--- config.mk ---
export PLATFORM = sky130hd
export DESIGN_NAME = playfair_digraph_encrypt_unit
export DESIGN_NICKNAME = d
export VERILOG_FILES = /design/src/rtl/core/pf_pkg.sv /design/src/rtl/core/pf_regs.sv /design/src/rtl/core/pf_locate.sv /design/src/rtl/core/pf_subst.sv /design/src/rtl/core/pf_serial.sv /design/src/rtl/core/playfair_digraph_encrypt_unit.sv
export SDC_FILE = /design/constraint.sdc
export NUM_CORES = 1
export LEC_CHECK = 0
export BUFFER_PORTS_ARGS = -buffer_cell sky130_fd_sc_hd__clkbuf_2
export CORE_MARGIN = 1.5
export CORE_UTILIZATION = 45
export CTS_BUF_LIST = sky130_fd_sc_hd__clkbuf_8 sky130_fd_sc_hd__clkbuf_16
export DETAILED_ROUTE_END_ITERATION = 10
export GPL_TIMING_DRIVEN = 0
export PLACE_DENSITY = 0.74
export SETUP_SLACK_MARGIN = 0.4
export SLEW_MARGIN = 20
export SYNTH_ARGS = -nofsm -noshare
export SYNTH_HDL_FRONTEND = slang
export SYNTH_SLANG_ARGS = --single-unit
--- constraint.sdc ---
create_clock -name clk_i -period 2.7 [get_ports clk_i]
set_input_delay 0 -clock clk_i [delete_from_list [all_inputs] [get_ports clk_i]]
set_output_delay 0 -clock clk_i [all_outputs]
set_load 0.005 [all_outputs]
--- src/rtl/core/pf_pkg.sv ---
package pf_pkg;

  localparam int Side       = 5;
  localparam int NumRegs    = Side;
  localparam int LetterBits = 5;
  localparam int RowBits    = Side * LetterBits;
  localparam int PosBits    = 3;
  localparam int AddrBits   = 5;
  localparam int DataBits   = 32;

  localparam logic [LetterBits-1:0] LetterI = 5'd8;
  localparam logic [LetterBits-1:0] LetterJ = 5'd9;
  localparam logic [LetterBits-1:0] LetterX = 5'd23;

  typedef logic [LetterBits-1:0]      letter_t;
  typedef logic [PosBits-1:0]         pos_t;
  typedef logic [RowBits-1:0]         row_t;
  typedef row_t [Side-1:0]            square_t;
  typedef logic [Side*Side-1:0]       match_t;

  // Stage 1 result: one hit bit per cell for each letter.
  typedef struct packed {
    match_t match_a;
    match_t match_b;
    logic   doubled;
  } hits_t;

  // Stage 2 result: square coordinates of both letters.
  typedef struct packed {
    pos_t ra;
    pos_t ca;
    pos_t rb;
    pos_t cb;
    logic found;
    logic doubled;
  } coords_t;

  // Stage 3 result: the enciphered pair.
  typedef struct packed {
    letter_t ea;
    letter_t eb;
    logic    missing;
    logic    doubled;
  } pair_t;

  function automatic pos_t first_one(input logic [Side-1:0] v);
    pos_t p;
    p = '0;
    for (int k = Side - 1; k >= 0; k--) begin
      if (v[k]) begin
        p = pos_t'(k);
      end
    end
    return p;
  endfunction

  function automatic pos_t inc_wrap(input pos_t p);
    pos_t n;
    if (p == pos_t'(Side - 1)) begin
      n = '0;
    end else begin
      n = p + pos_t'(1);
    end
    return n;
  endfunction

  function automatic letter_t cell_at(input square_t sq, input pos_t r, input pos_t c);
    row_t row;
    row = sq[r];
    return row[c * LetterBits +: LetterBits];
  endfunction

endpackage

--- src/rtl/core/pf_regs.sv ---
module pf_regs
  import pf_pkg::*;
(
  input  logic                clk_i,
  input  logic                rst_ni,
  input  logic                psel,
  input  logic                penable,
  input  logic                pwrite,
  input  logic [AddrBits-1:0] paddr,
  input  logic [DataBits-1:0] pwdata,
  output logic [DataBits-1:0] prdata,
  output logic                pready,
  output square_t             square_o
);

  square_t rows_q;
  logic    wr_en;
  pos_t    idx;

  assign pready = 1'b1;
  assign idx    = paddr[AddrBits-1:2];
  assign wr_en  = psel && penable && pwrite;

  always_ff @(posedge clk_i or negedge rst_ni) begin
    if (!rst_ni) begin
      rows_q <= '0;
    end else if (wr_en && (idx < pos_t'(NumRegs))) begin
      rows_q[idx] <= pwdata[RowBits-1:0];
    end
  end

  always_comb begin
    prdata = '0;
    if (idx < pos_t'(NumRegs)) begin
      prdata = {{(DataBits - RowBits){1'b0}}, rows_q[idx]};
    end
  end

  assign square_o = rows_q;

endmodule

--- src/rtl/core/pf_locate.sv ---
module pf_locate
  import pf_pkg::*;
(
  input  logic    clk_i,
  input  logic    rst_ni,
  input  square_t square_i,
  input  logic    valid_i,
  output logic    ready_o,
  input  letter_t first_i,
  input  letter_t second_i,
  output logic    valid_o,
  input  logic    ready_i,
  output coords_t coords_o
);

  logic    v1_q, v2_q;
  logic    rdy1, rdy2;
  hits_t   hits_d, hits_q;
  coords_t coords_d, coords_q;
  letter_t a, b, b_fold;
  logic [Side-1:0] row_a, row_b;
  pos_t    ra, rb;

  assign rdy2    = !v2_q || ready_i;
  assign rdy1    = !v1_q || rdy2;
  assign ready_o = rdy1;

  // Stage 1: fold j onto i, handle doubled letters, compare against all cells.
  always_comb begin
    a      = (first_i == LetterJ) ? LetterI : first_i;
    b_fold = (second_i == LetterJ) ? LetterI : second_i;
    hits_d.doubled = (a == b_fold);
    b      = hits_d.doubled ? LetterX : b_fold;
    for (int r = 0; r < Side; r++) begin
      for (int c = 0; c < Side; c++) begin
        hits_d.match_a[r * Side + c] = (square_i[r][c * LetterBits +: LetterBits] == a);
        hits_d.match_b[r * Side + c] = (square_i[r][c * LetterBits +: LetterBits] == b);
      end
    end
  end

  // Stage 2: first hit in row-major order, row first and then column.
  always_comb begin
    for (int r = 0; r < Side; r++) begin
      row_a[r] = |hits_q.match_a[r * Side +: Side];
      row_b[r] = |hits_q.match_b[r * Side +: Side];
    end
    ra = first_one(row_a);
    rb = first_one(row_b);
    coords_d.ra      = ra;
    coords_d.rb      = rb;
    coords_d.ca      = first_one(hits_q.match_a[ra * Side +: Side]);
    coords_d.cb      = first_one(hits_q.match_b[rb * Side +: Side]);
    coords_d.found   = (|row_a) && (|row_b);
    coords_d.doubled = hits_q.doubled;
  end

  always_ff @(posedge clk_i or negedge rst_ni) begin
    if (!rst_ni) begin
      v1_q <= 1'b0;
      v2_q <= 1'b0;
    end else begin
      if (rdy1) begin
        v1_q <= valid_i;
      end
      if (rdy2) begin
        v2_q <= v1_q;
      end
    end
  end

  always_ff @(posedge clk_i) begin
    if (rdy1 && valid_i) begin
      hits_q <= hits_d;
    end
    if (rdy2 && v1_q) begin
      coords_q <= coords_d;
    end
  end

  assign valid_o  = v2_q;
  assign coords_o = coords_q;

endmodule

--- src/rtl/core/pf_subst.sv ---
module pf_subst
  import pf_pkg::*;
(
  input  logic    clk_i,
  input  logic    rst_ni,
  input  square_t square_i,
  input  logic    valid_i,
  output logic    ready_o,
  input  coords_t coords_i,
  output logic    valid_o,
  input  logic    ready_i,
  output pair_t   pair_o
);

  logic  v3_q;
  pair_t pair_d, pair_q;
  pos_t  ra_n, rb_n, ca_n, cb_n;

  assign ready_o = !v3_q || ready_i;

  always_comb begin
    ra_n = coords_i.ra;
    rb_n = coords_i.rb;
    ca_n = coords_i.ca;
    cb_n = coords_i.cb;
    if (coords_i.ca == coords_i.cb) begin
      ra_n = inc_wrap(coords_i.ra);
      rb_n = inc_wrap(coords_i.rb);
    end else if (coords_i.ra == coords_i.rb) begin
      ca_n = inc_wrap(coords_i.ca);
      cb_n = inc_wrap(coords_i.cb);
    end else begin
      // Rectangle: each letter keeps its row and takes the other column.
      ca_n = coords_i.cb;
      cb_n = coords_i.ca;
    end
    pair_d.missing = !coords_i.found;
    pair_d.doubled = coords_i.doubled;
    pair_d.ea      = coords_i.found ? cell_at(square_i, ra_n, ca_n) : '0;
    pair_d.eb      = coords_i.found ? cell_at(square_i, rb_n, cb_n) : '0;
  end

  always_ff @(posedge clk_i or negedge rst_ni) begin
    if (!rst_ni) begin
      v3_q <= 1'b0;
    end else if (ready_o) begin
      v3_q <= valid_i;
    end
  end

  always_ff @(posedge clk_i) begin
    if (ready_o && valid_i) begin
      pair_q <= pair_d;
    end
  end

  assign valid_o = v3_q;
  assign pair_o  = pair_q;

endmodule

--- src/rtl/core/pf_serial.sv ---
module pf_serial
  import pf_pkg::*;
(
  input  logic    clk_i,
  input  logic    rst_ni,
  input  logic    valid_i,
  output logic    ready_o,
  input  pair_t   pair_i,
  output logic    out_valid_o,
  input  logic    out_ready_i,
  output letter_t cipher_letter_o,
  output logic    letter_missing_o,
  output logic    last_of_run_o
);

  logic       sv_q;
  pair_t      pair_q;
  logic [1:0] cnt_q;
  logic       last, xfer;

  assign last  = pair_q.doubled ? (cnt_q == 2'd3) : (cnt_q == 2'd1);
  assign xfer  = sv_q && out_ready_i;
  // A new pair loads as the last letter of the current one is transferred.
  assign ready_o = !sv_q || (xfer && last);

  always_ff @(posedge clk_i or negedge rst_ni) begin
    if (!rst_ni) begin
      sv_q  <= 1'b0;
      cnt_q <= '0;
    end else if (ready_o) begin
      sv_q  <= valid_i;
      cnt_q <= '0;
    end else if (xfer) begin
      cnt_q <= cnt_q + 2'd1;
    end
  end

  always_ff @(posedge clk_i) begin
    if (ready_o && valid_i) begin
      pair_q <= pair_i;
    end
  end

  assign out_valid_o      = sv_q;
  assign cipher_letter_o  = cnt_q[0] ? pair_q.eb : pair_q.ea;
  assign letter_missing_o = pair_q.missing;
  assign last_of_run_o    = last;

  a_cnt_bound: assert property (@(posedge clk_i) disable iff (!rst_ni)
    sv_q && !pair_q.doubled |-> cnt_q <= 2'd1)
    else $error("letter count ran past a plain pair");

  a_step: assert property (@(posedge clk_i) disable iff (!rst_ni)
    xfer && !last |=> sv_q && cnt_q == $past(cnt_q) + 2'd1)
    else $error("letter index did not advance after a transfer");

  a_drain: assert property (@(posedge clk_i) disable iff (!rst_ni)
    xfer && last && !valid_i |=> !sv_q)
    else $error("output stayed valid after the last letter with nothing queued");

endmodule

--- src/rtl/core/playfair_digraph_encrypt_unit.sv ---
// Playfair digraph encryption unit.
//
// The key square is written through the APB port: matrix_row0..4 at byte
// addresses 0x00..0x10, five 5-bit letter codes per row, column 0 lowest.
// Write the square only while no pair is in flight.
//
// A letter pair enters on the input channel (in_valid_i / in_ready_o) and
// leaves as single ciphertext letters on the output channel. A plain pair
// gives two letters; a doubled pair gives four, the pair (letter, x) twice.
// last_of_run_o marks the final letter of each pair, and letter_missing_o
// is set on every letter of a pair with a letter absent from the square.
//
// Four register stages: cell compare, position encode, substitution and the
// output serializer. A pair stays in the single-letter output register until
// its last letter is transferred, and the next pair loads as that letter
// leaves, so new pairs enter while earlier ones are still in the stages.
// When the receiver stalls, the stages fill up and in_ready_o drops; nothing
// is lost or repeated.
// Reset clears all valid bits and sets the key square to zero.
module playfair_digraph_encrypt_unit
  import pf_pkg::*;
(
  input  logic                clk_i,
  input  logic                rst_ni,
  input  logic                psel,
  input  logic                penable,
  input  logic                pwrite,
  input  logic [AddrBits-1:0] paddr,
  input  logic [DataBits-1:0] pwdata,
  output logic [DataBits-1:0] prdata,
  output logic                pready,
  input  logic                in_valid_i,
  output logic                in_ready_o,
  input  letter_t             first_letter_i,
  input  letter_t             second_letter_i,
  output logic                out_valid_o,
  input  logic                out_ready_i,
  output letter_t             cipher_letter_o,
  output logic                letter_missing_o,
  output logic                last_of_run_o
);

  square_t square;
  coords_t coords;
  pair_t   pair;
  logic    loc_valid, loc_ready;
  logic    sub_valid, sub_ready;

  pf_regs u_regs (
    .clk_i    (clk_i),
    .rst_ni   (rst_ni),
    .psel     (psel),
    .penable  (penable),
    .pwrite   (pwrite),
    .paddr    (paddr),
    .pwdata   (pwdata),
    .prdata   (prdata),
    .pready   (pready),
    .square_o (square)
  );

  pf_locate u_locate (
    .clk_i    (clk_i),
    .rst_ni   (rst_ni),
    .square_i (square),
    .valid_i  (in_valid_i),
    .ready_o  (in_ready_o),
    .first_i  (first_letter_i),
    .second_i (second_letter_i),
    .valid_o  (loc_valid),
    .ready_i  (loc_ready),
    .coords_o (coords)
  );

  pf_subst u_subst (
    .clk_i    (clk_i),
    .rst_ni   (rst_ni),
    .square_i (square),
    .valid_i  (loc_valid),
    .ready_o  (loc_ready),
    .coords_i (coords),
    .valid_o  (sub_valid),
    .ready_i  (sub_ready),
    .pair_o   (pair)
  );

  pf_serial u_serial (
    .clk_i            (clk_i),
    .rst_ni           (rst_ni),
    .valid_i          (sub_valid),
    .ready_o          (sub_ready),
    .pair_i           (pair),
    .out_valid_o      (out_valid_o),
    .out_ready_i      (out_ready_i),
    .cipher_letter_o  (cipher_letter_o),
    .letter_missing_o (letter_missing_o),
    .last_of_run_o    (last_of_run_o)
  );

endmodule

==> metrics.md <==
| Metric | Value |
|---|---|
| Synth cell types | between 80 and 90 |
| Final WL | 71100 um |
| Vias | roughly 15000 |
| CP max stage delay | about 0.56 ns |
| Layout cell share with drive strength beyond 1 | 0.391 |
| CP required | approximately 3 ns |
| Setup violators final | 11 |
| Peak Freq | approximately 310 MHz |
| Seq/Total Area, Yosys | 0.385 |
| P_leak | approximately 0.0081 uW |
| Synth Flop Type | dfrtp_1 |
| Post-DP HPWL | approximately 48000 um |
| Initial DRC Count | around 2200 |
| Crit-path most repeated cell | buf_6 |
| DIE WIDTH | around 190 um |
| Core area | approximately 34000 sq um |
| Failing checks | hold timing, setup timing |
| Comb pwr share | 0.556 |
| Worst Tran Pin Value | 1.24 ns |
| Vias in the first global route | about 15000 |
| CTS tree | done |
| Synthesis Warnings | 0 |
| Die area | roughly 35000 sq um |
| CP Launch Type | flip-flop |
| Max Root-Sink Buffers | 3 |
| Register Area | 5950 sq um |
| Synth Instances | around 1500 |
| Max Cap Viol | 0 |
| RSZ-0062 raised after global routing | yes |
| GR Util All Layers | 0.387 |
| Internal power | about 11000 uW |
| DRC viols | 0 |
| Critical-path cell list | buf_6 > xor2_4 > nor3_4 > buf_6 > buf_8 > buf_6 > a2111o_1 > o211ai_1 > buf_4 > a21o_1 > a31oi_2 > o41ai_4 |
| Multi-input gate area | ~11000 sq um |
| Post-Syn Area per Cell | ~10 sq um |
| WP data arrival | approximately 3.5 ns |
| Final hold violations | 6 |
| Cell Area, Synth | between 15000 and 20000 sq um |
| Async set-reset flop share out of synthesis | 0.595 |
| Pwr/cell area | slightly above 900 nW/um^2 |
| Reg2Reg Depth | 12 |
| Pins over their slew limit | 0 |
| H-Tree Depth | 1 |
| I/O pin count | 96 |
| Crit path kind | reg -> reg |
| Initial antenna violation count | 4 |
| Row count | 67 |
| CTS Sinks | 220 |
| Kind of end point of the critical path | flip-flop |
| Peak supply drop | approximately 0.52 mV |
| Max_slew headroom | 0.170 |
| Worst path slowest cell | o41ai_4 |
| Clk root buf | clkbuf_16 |
| Final setup margin | -0.510 ns |
| Vias per cell | about 6.6 |
| Worst-path clk slew | around 0.06 ns |
| Area fraction of the dominant cell type after synthesis | 0.212 |
| First-pass GRT wire length | 100000 um |
| Psw | between 8000 and 9000 uW |
| Fin crit share | 1.19 |
| Post-synth EDFFs | 89 |
| Worst clock skew | 0.0142 ns |
| P&R area growth vs syn | 35.1% |
| Final GP Congestion | around 1.1 |
| WHS | -0.0224 ns |
| Min cycle time layout | about 3.2 ns |
| HP Class | in -> async |
| Port bufs | 73 |
| Largest net degree at the start of global routing | 80 |
| Routed Antenna Nets | 0 |
| Synth area leader | dfrtp_1 |
| Sw Ratio | 0.441 |
| Filler Cells Inserted | between 2000 and 3000 |
| Reg power frac | 0.284 |
| Die Height | 188 um |
| Nets | about 1900 |
| Top post-synthesis cells by area | dfrtp_1, edfxtp_1, mux2_2 |
| First drt pass iteration count | 8 |
| Register bit total from synthesis | 220 |
| Outcome | finished with violations |
| Power Total | 19200 uW |
| Clock share of power | 0.160 |
| Starting Density | 0.458 |
| Avg WL per Cell | around 31 um |
| Congestion Overflow GR | 0 |
| Worst skew pair latency | about 0.55 ns |
| Critical Path Fanout Max | 6 |
| CTS Buf Count | 24 |
==> timing repair <==
action,CTS,global route
setup buffers,123,36
pin swaps,79,69
hold endpoints to repair,261,0
hold buffers,29,0
gates resized for setup,255,112
gates cloned,2,0
endpoints found under the setup margin,144,65
==> per-stage QoR <==
step                      utilization  setup slack, ns  area [sq um]  TNS, ns  std cells
final                           0.619           -0.510         20900    -4.16       2274
after global routing            0.619           -0.524         20900    -4.37       2273
after CTS                       0.596           -0.338         20100    -2.79       2237
after detailed placement        0.498            -1.49         16800   -37.97       2041
after global placement          0.496            -1.54         16700  -118.22       2038
after floorplan                     -           0.0668         15800        0       1517
==> logic make-up (layout without fill, tap and decap cells) <==
logic type | Yosys count | count (layout) | share of synthesized area
and+or+nand+nor | 351 | 352 | 0.119
AOI/OAI and AO/OA | 316 | 316 | 0.144
xor gates and xnor gates | 269 | 269 | 0.154
DFF | 220 | 220 | 0.385
muxes | 198 | 198 | 0.149
buffers and inverters | 147 | 454 | 0.0419
adders and majority gates | 8 | 8 | 0.00648
other | 2 | 9 | 0.000486
==> layout make-up <==
cell class                 count  area share
clock inverter                15     0.00378
antenna                        1    0.000120
multi-input combinational   1151       0.503
timing repair buffer         265       0.105
buffer                       124      0.0409
clock buffer                  27      0.0308
inverter                      23     0.00438
sequential                   220       0.285
tap                          448      0.0269
==> sequential cells by signal, indices dropped and copies added (netlist names) <==
signal and cells:
u_locate.valid_o 1, u_locate.hits_q 50, u_locate.coords_d 1, u_serial.pair_q 11, u_subst.pair_o 12, u_locate.v1_q 1, u_regs.square_o 125, u_locate.coords_o 14
u_serial.out_valid_o 1, u_serial.cnt_q 2, u_subst.valid_o 1, u_serial.letter_missing_o 1
==> synth_stat cells (14+ instances only) <==
| cell type | n |
|---|---|
| inv_1 | 23 |
| xnor2_1 | 184 |
| a22oi_1 | 56 |
| buf_2 | 31 |
| xor2_1 | 81 |
| mux2_2 | 160 |
| mux2i_1 | 29 |
| nand4_1 | 33 |
| edfxtp_1 | 89 |
| nand3_1 | 29 |
| nand2_1 | 95 |
| nor4_1 | 29 |
| o21ai_0 | 31 |
| clkbuf_1 | 69 |
| a21oi_1 | 59 |
| nor3_1 | 20 |
| dfrtp_1 | 131 |
| nor2_1 | 62 |
| o22ai_1 | 37 |
| a21o_1 | 14 |
==> worst max-delay path, delay by kind of cell, from the launching register on <==
family                    cells  cell delay, ns
xor gates and xnor gates      1            0.32
buffers and inverters         5            0.76
and+or+nand+nor               1            0.13
AOI/OAI and AO/OA             5            1.24
DFF                           1            0.47
==> cell usage in the layout (no fill, tap or decap), types with 10 or more instances in the layout <==
cell           Yosys  routed
xnor2_1          184     179
mux2_2           160     158
buf_4             11     138
dfrtp_1          131     131
nand2_1           95      90
edfxtp_1          89      89
xor2_1            81      80
clkbuf_2           0      79
nor2_1            62      54
a22oi_1           56      51
clkbuf_1          69      48
a21oi_1           59      48
buf_6              2      41
o22ai_1           37      35
nand4_1           33      33
dlygate4sd3_1      0      29
nand3_1           29      26
mux2i_1           29      25
clkbuf_16          0      24
inv_1             23      21
o21ai_0           31      20
buf_12             0      16
a21o_1            14      14
nor4_4             0      13
nor3_2             2      11
a21oi_2            1      10
==> power by group through the flow <==
stage | Combinational [uW] | Sequential (uW) | Clock, uW
after global placement | 6770 | 5450 | 0
after detailed placement | 6860 | 5490 | 0
final | 10700 | 5470 | 3080
after CTS | 9380 | 5380 | 3090
after floorplan | 4660 | 4970 | 0
after global routing | 11000 | 5470 | 3220
==> path summary, 6_finish.rpt <==
path                                               startpoint                               to  slack (ns)
min reg2reg                   u_subst.pair_o[4]$_SDFFCE_PN0P_     u_serial.pair_q[4]$_DFFE_PP_        0.42
max reg2reg                u_locate.coords_o[4]$_SDFFCE_PP0P_  u_subst.pair_o[8]$_SDFFCE_PN0P_       -0.51
min                                                    rst_ni        u_locate.v1_q$_DFFE_PN0N_       -0.02
max in group asynchronous                              rst_ni  u_regs.square_o[29]$_DFFE_PN0P_        1.95
max                        u_locate.coords_o[4]$_SDFFCE_PP0P_  u_subst.pair_o[8]$_SDFFCE_PN0P_       -0.51
min in group clk_i                                     pwrite  u_regs.square_o[74]$_DFFE_PN0P_        0.02
==> metal layers <==
layer	wire length, um	global-route usage	up-vias
li1	-	-	6167
met4	5570	0.236	6
met3	7990	0.102	352
met1	26000	0.479	7457
met5	45	0	-
met2	31500	0.605	1111
Note: power is estimated with default switching activity, not from simulation.
